===== config.mk =====
export PLATFORM = sky130hd
export DESIGN_NAME = int4_dequant_l2_distance
export DESIGN_NICKNAME = d
export VERILOG_FILES = /design/src/rtl/i4dql2_pkg.sv /design/src/rtl/i4dql2_ctrl.sv /design/src/rtl/i4dql2_dpath.sv /design/src/rtl/int4_dequant_l2_distance.sv
export SDC_FILE = /design/constraint.sdc
export NUM_CORES = 2
export LEC_CHECK = 0
export ABC_AREA = 1
export BUFFER_PORTS_ARGS = -buffer_cell sky130_fd_sc_hd__buf_2
export CAP_MARGIN = 20
export CORE_ASPECT_RATIO = 0.8
export CORE_MARGIN = 8
export CORE_UTILIZATION = 45
export CTS_BUF_LIST = sky130_fd_sc_hd__clkbuf_16
export CTS_CLUSTER_DIAMETER = 40
export DETAILED_ROUTE_END_ITERATION = 16
export PLACE_DENSITY = 0.6
export SETUP_SLACK_MARGIN = 0.15
export SYNTH_ARGS = -nofsm -noshare
export SYNTH_HDL_FRONTEND = slang
export SYNTH_SLANG_ARGS = --single-unit

===== constraint.sdc =====
create_clock -name aclk -period 20.5 [get_ports aclk]
set_input_delay 6.15 -clock aclk [delete_from_list [all_inputs] [get_ports aclk]]
set_output_delay 6.15 -clock aclk [all_outputs]
set_load 0.02 [all_outputs]

===== src/rtl/i4dql2_pkg.sv =====
// Shared constants, types and a helper function for the int4 L2 distance block
`default_nettype none

package i4dql2_pkg;

    // Fixed field widths
    localparam int DATA_W   = 32;
    localparam int CODE_W   = 8;
    localparam int NIB_W    = 4;
    localparam int SUM_W    = 63;

    // Fixed-point fraction bits (Q16.16 by default, 8..24 supported)
    localparam int FRAC_BITS = 16;

    // Magnitude of one difference and its exact square
    localparam int ABS_W    = 33;
    localparam int AL_W     = 17;
    localparam int AH_W     = ABS_W - AL_W;
    localparam int SQ_W     = 2 * ABS_W;
    localparam int TERM_W   = SQ_W - FRAC_BITS;

    // Reciprocal of 15 for 32-bit dividends: q = (x * RECIP15) >> RECIP15_SHIFT
    localparam logic [DATA_W-1:0] RECIP15 = 32'h8888_8889;
    localparam int RECIP15_SHIFT = 35;
    localparam int QUOT_W = 2 * DATA_W - RECIP15_SHIFT;

    localparam logic [SUM_W-1:0] SUM_MAX = {SUM_W{1'b1}};

    // Controller to datapath commands
    typedef struct packed {
        logic capture;
        logic sel_b;
        logic acc_en;
        logic emit;
    } ctrl_cmd_t;

    // Datapath to controller status
    typedef struct packed {
        logic second_valid;
        logic last;
    } dp_status_t;

    // floor(v / 15) for v below 240
    function automatic logic [NIB_W-1:0] div15_small(input logic [7:0] v);
        logic [12:0] prod;
        prod = ({5'b0, v} + 13'd1) * 13'd17;
        return prod[11:8];
    endfunction

endpackage

`default_nettype wire


===== src/rtl/i4dql2_ctrl.sv =====
// Sequencing state machine for the int4 L2 distance block
`default_nettype none

module i4dql2_ctrl (
    input  wire logic                    aclk,
    input  wire logic                    aresetn,
    input  wire logic                    s_valid,
    output logic                         s_ready,
    output logic                         m_valid,
    input  wire logic                    m_ready,
    input  wire i4dql2_pkg::dp_status_t  status,
    output i4dql2_pkg::ctrl_cmd_t        cmd
);
    import i4dql2_pkg::*;

    typedef enum logic [2:0] {
        ST_IDLE,
        ST_MUL,
        ST_DIV,
        ST_DIFF,
        ST_SQR,
        ST_ACC,
        ST_EMIT
    } state_t;

    state_t state_reg, state_next;
    logic   sel_b_reg, sel_b_next;
    logic   m_valid_reg, m_valid_next;

    logic   accept;
    logic   emit;

    assign accept  = s_valid && (state_reg == ST_IDLE);
    assign emit    = (state_reg == ST_EMIT) && (!m_valid_reg || m_ready);
    assign s_ready = (state_reg == ST_IDLE);
    assign m_valid = m_valid_reg;

    // Drive datapath commands
    always_comb begin
        cmd.capture = accept;
        cmd.sel_b   = sel_b_reg;
        cmd.acc_en  = (state_reg == ST_ACC);
        cmd.emit    = emit;
    end

    // Advance through one dimension pass, repeat for the second when second_valid is set, then emit on a last item
    always_comb begin
        state_next   = state_reg;
        sel_b_next   = sel_b_reg;
        m_valid_next = m_valid_reg;
        if (m_ready) begin
            m_valid_next = 1'b0;
        end
        case (state_reg)
            ST_IDLE: begin
                if (accept) begin
                    sel_b_next = 1'b0;
                    state_next = ST_MUL;
                end
            end
            ST_MUL:  state_next = ST_DIV;
            ST_DIV:  state_next = ST_DIFF;
            ST_DIFF: state_next = ST_SQR;
            ST_SQR:  state_next = ST_ACC;
            ST_ACC: begin
                if (!sel_b_reg && status.second_valid) begin
                    sel_b_next = 1'b1;
                    state_next = ST_MUL;
                end else if (status.last) begin
                    state_next = ST_EMIT;
                end else begin
                    state_next = ST_IDLE;
                end
            end
            ST_EMIT: begin
                if (emit) begin
                    m_valid_next = 1'b1;
                    state_next   = ST_IDLE;
                end
            end
            default: state_next = ST_IDLE;
        endcase
    end

    // Hold state and registered outputs
    always_ff @(posedge aclk) begin
        if (!aresetn) begin
            state_reg   <= ST_IDLE;
            sel_b_reg   <= 1'b0;
            m_valid_reg <= 1'b0;
        end else begin
            state_reg   <= state_next;
            sel_b_reg   <= sel_b_next;
            m_valid_reg <= m_valid_next;
        end
    end

endmodule

`default_nettype wire


===== src/rtl/i4dql2_dpath.sv =====
// Dequantize, difference, square and saturating accumulate datapath
`default_nettype none

module i4dql2_dpath (
    input  wire logic                                aclk,
    input  wire logic                                aresetn,
    input  wire i4dql2_pkg::ctrl_cmd_t               cmd,
    output i4dql2_pkg::dp_status_t                   status,
    input  wire logic [i4dql2_pkg::CODE_W-1:0]       in_code_byte,
    input  wire logic signed [i4dql2_pkg::DATA_W-1:0] in_query_a,
    input  wire logic signed [i4dql2_pkg::DATA_W-1:0] in_query_b,
    input  wire logic signed [i4dql2_pkg::DATA_W-1:0] in_offset_a,
    input  wire logic signed [i4dql2_pkg::DATA_W-1:0] in_offset_b,
    input  wire logic signed [i4dql2_pkg::DATA_W-1:0] in_span_a,
    input  wire logic signed [i4dql2_pkg::DATA_W-1:0] in_span_b,
    input  wire logic                                in_second_valid,
    input  wire logic                                in_last,
    output logic [i4dql2_pkg::SUM_W-1:0]             distance
);
    import i4dql2_pkg::*;

    // Captured item
    logic [CODE_W-1:0]        code_reg;
    logic signed [DATA_W-1:0] query_a_reg, query_b_reg;
    logic signed [DATA_W-1:0] offset_a_reg, offset_b_reg;
    logic signed [DATA_W-1:0] span_a_reg, span_b_reg;
    logic                     second_reg, last_reg;

    // Stage 1: reciprocal multiply
    logic [NIB_W-1:0]         nib_sel;
    logic signed [DATA_W-1:0] span_sel;
    logic [DATA_W-1:0]        sabs;
    logic [2*DATA_W-1:0]      recip_prod;
    logic [NIB_W-1:0]         nib_reg;
    logic                     sneg_reg;
    logic [DATA_W-1:0]        sabs_reg;
    logic [QUOT_W-1:0]        quot_reg;

    // Stage 2: scaled magnitude
    logic [DATA_W:0]          rem_wide;
    logic [NIB_W-1:0]         rem;
    logic [7:0]               nib_rem;
    logic [DATA_W:0]          nib_quot;
    logic [DATA_W-1:0]        mag_next;
    logic [DATA_W-1:0]        mag_reg;
    logic                     sneg2_reg;

    // Stage 3: difference magnitude
    logic signed [DATA_W-1:0] query_sel, offset_sel;
    logic signed [DATA_W+1:0] scaled;
    logic signed [DATA_W+2:0] diff;
    logic [DATA_W+2:0]        diff_abs;
    logic [ABS_W-1:0]         abs_reg;

    // Stage 4: partial products
    logic [AH_W-1:0]          a_hi;
    logic [AL_W-1:0]          a_lo;
    logic [2*AH_W-1:0]        pp_hh_reg;
    logic [AH_W+AL_W-1:0]     pp_hl_reg;
    logic [2*AL_W-1:0]        pp_ll_reg;

    // Accumulate
    logic [SQ_W-1:0]          square;
    logic [TERM_W-1:0]        term;
    logic [SUM_W:0]           sum_wide;
    logic [SUM_W-1:0]         sum_sat;
    logic [SUM_W-1:0]         sum_reg;
    logic [SUM_W-1:0]         distance_reg;

    assign status.second_valid = second_reg;
    assign status.last         = last_reg;
    assign distance            = distance_reg;

    // Capture item on input transfer
    always_ff @(posedge aclk) begin
        if (cmd.capture) begin
            code_reg     <= in_code_byte;
            query_a_reg  <= in_query_a;
            query_b_reg  <= in_query_b;
            offset_a_reg <= in_offset_a;
            offset_b_reg <= in_offset_b;
            span_a_reg   <= in_span_a;
            span_b_reg   <= in_span_b;
            second_reg   <= in_second_valid;
            last_reg     <= in_last;
        end
    end

    // Select the dimension and multiply |span| by the reciprocal of 15
    always_comb begin
        nib_sel    = cmd.sel_b ? code_reg[NIB_W-1:0] : code_reg[CODE_W-1:NIB_W];
        span_sel   = cmd.sel_b ? span_b_reg : span_a_reg;
        sabs       = span_sel[DATA_W-1] ? (~span_sel + 1'b1) : span_sel;
        recip_prod = {{DATA_W{1'b0}}, sabs} * {{DATA_W{1'b0}}, RECIP15};
    end

    always_ff @(posedge aclk) begin
        nib_reg  <= nib_sel;
        sneg_reg <= span_sel[DATA_W-1];
        sabs_reg <= sabs;
        quot_reg <= recip_prod[2*DATA_W-1:RECIP15_SHIFT];
    end

    // nib * |span| / 15 = nib * q + floor(nib * r / 15), with |span| = 15q + r
    always_comb begin
        rem_wide = {1'b0, sabs_reg} - {quot_reg, 4'b0} + {4'b0, quot_reg};
        rem      = rem_wide[NIB_W-1:0];
        nib_rem  = {4'b0, nib_reg} * {4'b0, rem};
        nib_quot = {{(DATA_W+1-NIB_W){1'b0}}, nib_reg} * {4'b0, quot_reg};
        mag_next = nib_quot[DATA_W-1:0] + {{(DATA_W-NIB_W){1'b0}}, div15_small(nib_rem)};
    end

    always_ff @(posedge aclk) begin
        mag_reg   <= mag_next;
        sneg2_reg <= sneg_reg;
    end

    // Form query - (offset + scaled) and take its magnitude
    always_comb begin
        query_sel  = cmd.sel_b ? query_b_reg : query_a_reg;
        offset_sel = cmd.sel_b ? offset_b_reg : offset_a_reg;
        scaled     = sneg2_reg ? -$signed({2'b0, mag_reg}) : $signed({2'b0, mag_reg});
        diff       = {{3{query_sel[DATA_W-1]}}, query_sel}
                   - {{3{offset_sel[DATA_W-1]}}, offset_sel}
                   - {scaled[DATA_W+1], scaled};
        diff_abs   = diff[DATA_W+2] ? -diff : diff;
    end

    always_ff @(posedge aclk) begin
        abs_reg <= diff_abs[ABS_W-1:0];
    end

    // Split the square into three narrow partial products
    assign a_hi = abs_reg[ABS_W-1:AL_W];
    assign a_lo = abs_reg[AL_W-1:0];

    always_ff @(posedge aclk) begin
        pp_hh_reg <= {{AH_W{1'b0}}, a_hi} * {{AH_W{1'b0}}, a_hi};
        pp_hl_reg <= {{AL_W{1'b0}}, a_hi} * {{AH_W{1'b0}}, a_lo};
        pp_ll_reg <= {{AL_W{1'b0}}, a_lo} * {{AL_W{1'b0}}, a_lo};
    end

    // Combine, drop fraction bits and add with saturation
    always_comb begin
        square   = {pp_hh_reg, {(2*AL_W){1'b0}}}
                 + {{(SQ_W-AH_W-2*AL_W-1){1'b0}}, pp_hl_reg, {(AL_W+1){1'b0}}}
                 + {{(SQ_W-2*AL_W){1'b0}}, pp_ll_reg};
        term     = square[SQ_W-1:FRAC_BITS];
        sum_wide = {1'b0, sum_reg} + {{(SUM_W+1-TERM_W){1'b0}}, term};
        sum_sat  = sum_wide[SUM_W] ? SUM_MAX : sum_wide[SUM_W-1:0];
    end

    always_ff @(posedge aclk) begin
        if (!aresetn) begin
            sum_reg <= '0;
        end else if (cmd.emit) begin
            sum_reg <= '0;
        end else if (cmd.acc_en) begin
            sum_reg <= sum_sat;
        end
    end

    // Load the result register on emit
    always_ff @(posedge aclk) begin
        if (cmd.emit) begin
            distance_reg <= sum_reg;
        end
    end

endmodule

`default_nettype wire


===== src/rtl/int4_dequant_l2_distance.sv =====
// Top level of the int4 dequantizing squared L2 distance block
// Each transfer carries one packed code byte (two 4-bit dimensions) with the
// query, offset and span of both dimensions in signed Q16.16. Each dimension is
// dequantized as offset + trunc(nibble * span / 15), subtracted from the query,
// squared exactly, shifted back to Q16.16 and added to a 63-bit accumulator
// that saturates at its maximum. The byte flagged last emits the total on m_
// and clears the accumulator. Items are processed one at a time through a
// five-stage dimension datapath that handles one dimension per pass: an item
// passes the MUL, DIV, DIFF, SQR and ACC states for the first dimension,
// again for the second when second_valid is set, and on a last byte goes
// through EMIT to load the result register (held there while the previous
// result is still waiting to be taken) before the next item is accepted.
// Results wait in an output register, so new items are accepted while a result is pending.
`default_nettype none

module int4_dequant_l2_distance (
    input  wire logic                                 aclk,
    input  wire logic                                 aresetn,
    input  wire logic                                 s_valid,
    output logic                                      s_ready,
    input  wire logic [i4dql2_pkg::CODE_W-1:0]        s_code_byte,
    input  wire logic signed [i4dql2_pkg::DATA_W-1:0] s_query_a,
    input  wire logic signed [i4dql2_pkg::DATA_W-1:0] s_query_b,
    input  wire logic signed [i4dql2_pkg::DATA_W-1:0] s_offset_a,
    input  wire logic signed [i4dql2_pkg::DATA_W-1:0] s_offset_b,
    input  wire logic signed [i4dql2_pkg::DATA_W-1:0] s_span_a,
    input  wire logic signed [i4dql2_pkg::DATA_W-1:0] s_span_b,
    input  wire logic                                 s_second_valid,
    input  wire logic                                 s_last,
    output logic                                      m_valid,
    input  wire logic                                 m_ready,
    output logic [i4dql2_pkg::SUM_W-1:0]              m_distance
);
    import i4dql2_pkg::*;

    ctrl_cmd_t  cmd;
    dp_status_t status;

    i4dql2_ctrl u_ctrl (
        .aclk    (aclk),
        .aresetn (aresetn),
        .s_valid (s_valid),
        .s_ready (s_ready),
        .m_valid (m_valid),
        .m_ready (m_ready),
        .status  (status),
        .cmd     (cmd)
    );

    i4dql2_dpath u_dpath (
        .aclk            (aclk),
        .aresetn         (aresetn),
        .cmd             (cmd),
        .status          (status),
        .in_code_byte    (s_code_byte),
        .in_query_a      (s_query_a),
        .in_query_b      (s_query_b),
        .in_offset_a     (s_offset_a),
        .in_offset_b     (s_offset_b),
        .in_span_a       (s_span_a),
        .in_span_b       (s_span_b),
        .in_second_valid (s_second_valid),
        .in_last         (s_last),
        .distance        (m_distance)
    );

endmodule

`default_nettype wire


==> key figures <==
Critical path
  • Critical Path Source Type: flip-flop
  • Critical path endpoint category: flip-flop
  • Largest stage delay on the critical path: 0.65 ns
  • Slowest-stage cell, CP: dfxtp_4
  • Worst R2R Path Depth: 34
  • Worst Path Max Fanout: 47
  • Worst EP arrival: 9.40 ns
  • Critical Path RT: 21.04 ns
  • Crit-path most repeated cell: nand2_1
  • Crit path kind: reg -> reg

Synthesis
  • Post-synthesis cell area: 68,270 µm²
  • Seq/Total Area, Yosys: 19.10%
  • Syn nets: 10,431
  • Synth Warn #: 0
  • #FFs+latches synth: 519
  • Cell variety after synth: 58
  • Syn Area/Cell: 7.946 µm²
  • Synth Instances: 8,592

CTS
  • CTS Root Cell: clkbuf_16
  • Depth of the CTS H-tree: 3
  • Post_cts resized: 0
  • Maximum clock path buffer count: 3
  • Clock Pin Slew Worst Setup and Hold Paths: 0.06 ns
  • Post-CTS Setup Bufs: 0
  • Hold Buf Count CTS: 0
  • CTS tree: yes
  • Inserted Clock Buffers: 74
  • Clock insertion delay at the later pin of the skew report: 0.70 ns
  • Sink Count: 519

Global routing
  • First-pass GRT wire length: 312.1 mm
  • Number of global-route vias before repair: 55,794
  • Global Route Usage Sum: 23.89%
  • Global route overflow: 0
  • Pin count of the biggest net entering global routing: 75
  • Initial antenna violation count: 4

Placement
  • Detail Placement HPWL: 163.0 mm
  • PortBufs: 270
  • Placer Congestion: 0.9616
  • Place WS: 11.28 ns

Timing
  • Period minus WS final: 8.869 ns
  • Fmax: 112.8 MHz
  • Setup violations, final: 0
  • Worst slew pin tran: 1.126 ns
  • Setup WS post-layout: 11.63 ns
  • Part of the cycle the worst path needs: 43.26%
  • Final setup TNS: 0 ns
  • RSZ-0062 raised after global routing: false
  • Max Slew Vio Count: 0
  • Hold Vio Cnt, Final: 0
  • Relative slew margins: 24.65%
  • Max Clock Skew: 0.07092 ns

Layout
  • Sequential cell area: 13,050 µm²
  • FILL cells: 14,867
  • Final #Nets: 10,642
  • Synthesis-to-finish area growth: 8.883%
  • Area taken by multi-input logic gates: 46,680 µm²
  • Fraction of layout cells with a size suffix above 1: 6.137%

Routing
  • 1st-pass router iterations: 6
  • Via count: 55,352
  • Remaining DRCs: 0
  • First DRT Iteration DRCs: 4,073
  • Detail Route Antenna Nets: 0
  • Via density: 5.087
  • WL final: 197.9 mm
  • Drt wl/cell: 18.19 µm

Floorplanning
  • Die width: 451.5 µm
  • Core area: 151,500 µm²
  • Initial core utilization: 45.06%
  • Full die area: 164,500 µm²
  • Die Y: 364.4 µm
  • Top Ports: 271
  • Cell row count: 128

Job
  • Max_cap viols: 0

Hold path
  • Worst Hold Depth: 2
  • Worst hold path type: reg -> reg

Outcome
  • Run status: completed
[Yosys cell counts, drive strengths merged]
cell type,number,area (µm²)
nor3,72,360.4
clkbuf,169,634.4
inv,2085,7826
or2,25,156.4
nand2,1907,7188
and3,3,18.77
o21ai,314,1594
a21boi,11,82.58
o211ai,11,82.58
xor2,186,1652
edfxtp,265,7958
a21oi,429,2155
o2111a,1,11.26
o41ai,1,8.760
a2111oi,1,8.760
dfxtp,254,5085
o221ai,5,43.79
a31oi,52,325.3
ha,811,10150
clkinv,1,3.750
a221oi,8,70.07
fa,822,16460
mux2i,38,380.4
buf,17,125.1
nor2,530,2037
a211oi,8,60.06
o2111ai,3,26.28
nor4,30,193.9
o21bai,40,300.3
mux2,1,11.26
a21o,25,187.7
o31ai,11,82.58
or3b,1,8.760
nand4,60,381.6
xnor2,121,1067
and2,8,50.05
nand3,214,1096
nand3b,14,117.6
o21a,33,247.7
o31a,1,8.760
o22ai,4,25.02
[layout by cell type, fill, tap and decap left out, types with 52 or more instances in the layout]
cell / count
inv_1: 2071
nand2_1: 1895
fa_1: 822
ha_1: 811
nor2_1: 511
a21oi_1: 427
o21ai_0: 296
buf_2: 270
edfxtp_1: 265
dfxtp_1: 253
nand3_1: 209
xor2_1: 183
xnor2_1: 120
clkbuf_16: 76
nor3_1: 71
nand4_1: 59
a31oi_1: 52
[through the flow]
step | utilization, % | instances | instance area [µm²] | hold WS, ns
finish | 49.07 | 10882 | 74340 | 0.4394
floorplan | - | 8592 | 68270 | 0.3096
global route | 49.06 | 10880 | 74330 | 0.4550
CTS | 49.06 | 10879 | 74330 | 0.4382
global placement | 47.40 | 10742 | 71810 | 0.4250
detailed placement | 47.40 | 10742 | 71810 | 0.4151
[layer usage]
layer  part of all wire (%)  track usage, %
met1                     48           35.25
met2                     41           36.05
met3                    7.7           4.831
met4                    2.4           5.743
met5                      0               0
[worst max-delay path: cells and delay by family (launching register included)]
kind,cells,cell delay [ns]
AOI/OAI and AO/OA,8,1.71
xor gates and xnor gates,1,0.27
and+or+nand+nor,10,1.15
buffers and inverters,7,1.49
adders and majority gates,8,3.35
DFF,1,0.65
[cells by family (layout without fill, tap and decap cells)]
group           Yosys count  count (layout)  share of synthesized area (%)
simple gates           2864            2864                          17.00
buf+inv                2272            2544                          12.58
fa+ha+maj              1633            1633                          38.96
compound gates          958             958                          7.792
flops                   519             519                          19.10
xor+xnor                307             307                          3.982
mux                      39              39                         0.5736
other cells               0               3                              0
[area by class of cell]
type | instances | area share [%]
sequential | 519 | 17.55
clock buffer | 76 | 2.558
tap | 2015 | 3.391
inverter | 2086 | 10.53
clock inverter | 61 | 0.8348
antenna | 3 | 0.01010
multi-input combinational | 5801 | 62.79
timing repair buffer | 321 | 2.333
[path summary, 6_finish.rpt]
| check | startpoint | slack, ns | endpoint |
|---|---|---|---|
| max | u_ctrl.sel_b_reg | 11.63 | u_dpath.quot_reg[27] |
| min | u_dpath.code_reg[5] | 0.44 | u_dpath.nib_reg[1] |
| max reg2reg | u_ctrl.sel_b_reg | 11.63 | u_dpath.quot_reg[27] |
| min reg2reg | u_dpath.code_reg[5] | 0.44 | u_dpath.nib_reg[1] |
Power is not shown: default switching activity piles up to over one toggle a cycle in this logic, so the estimate is an artifact.
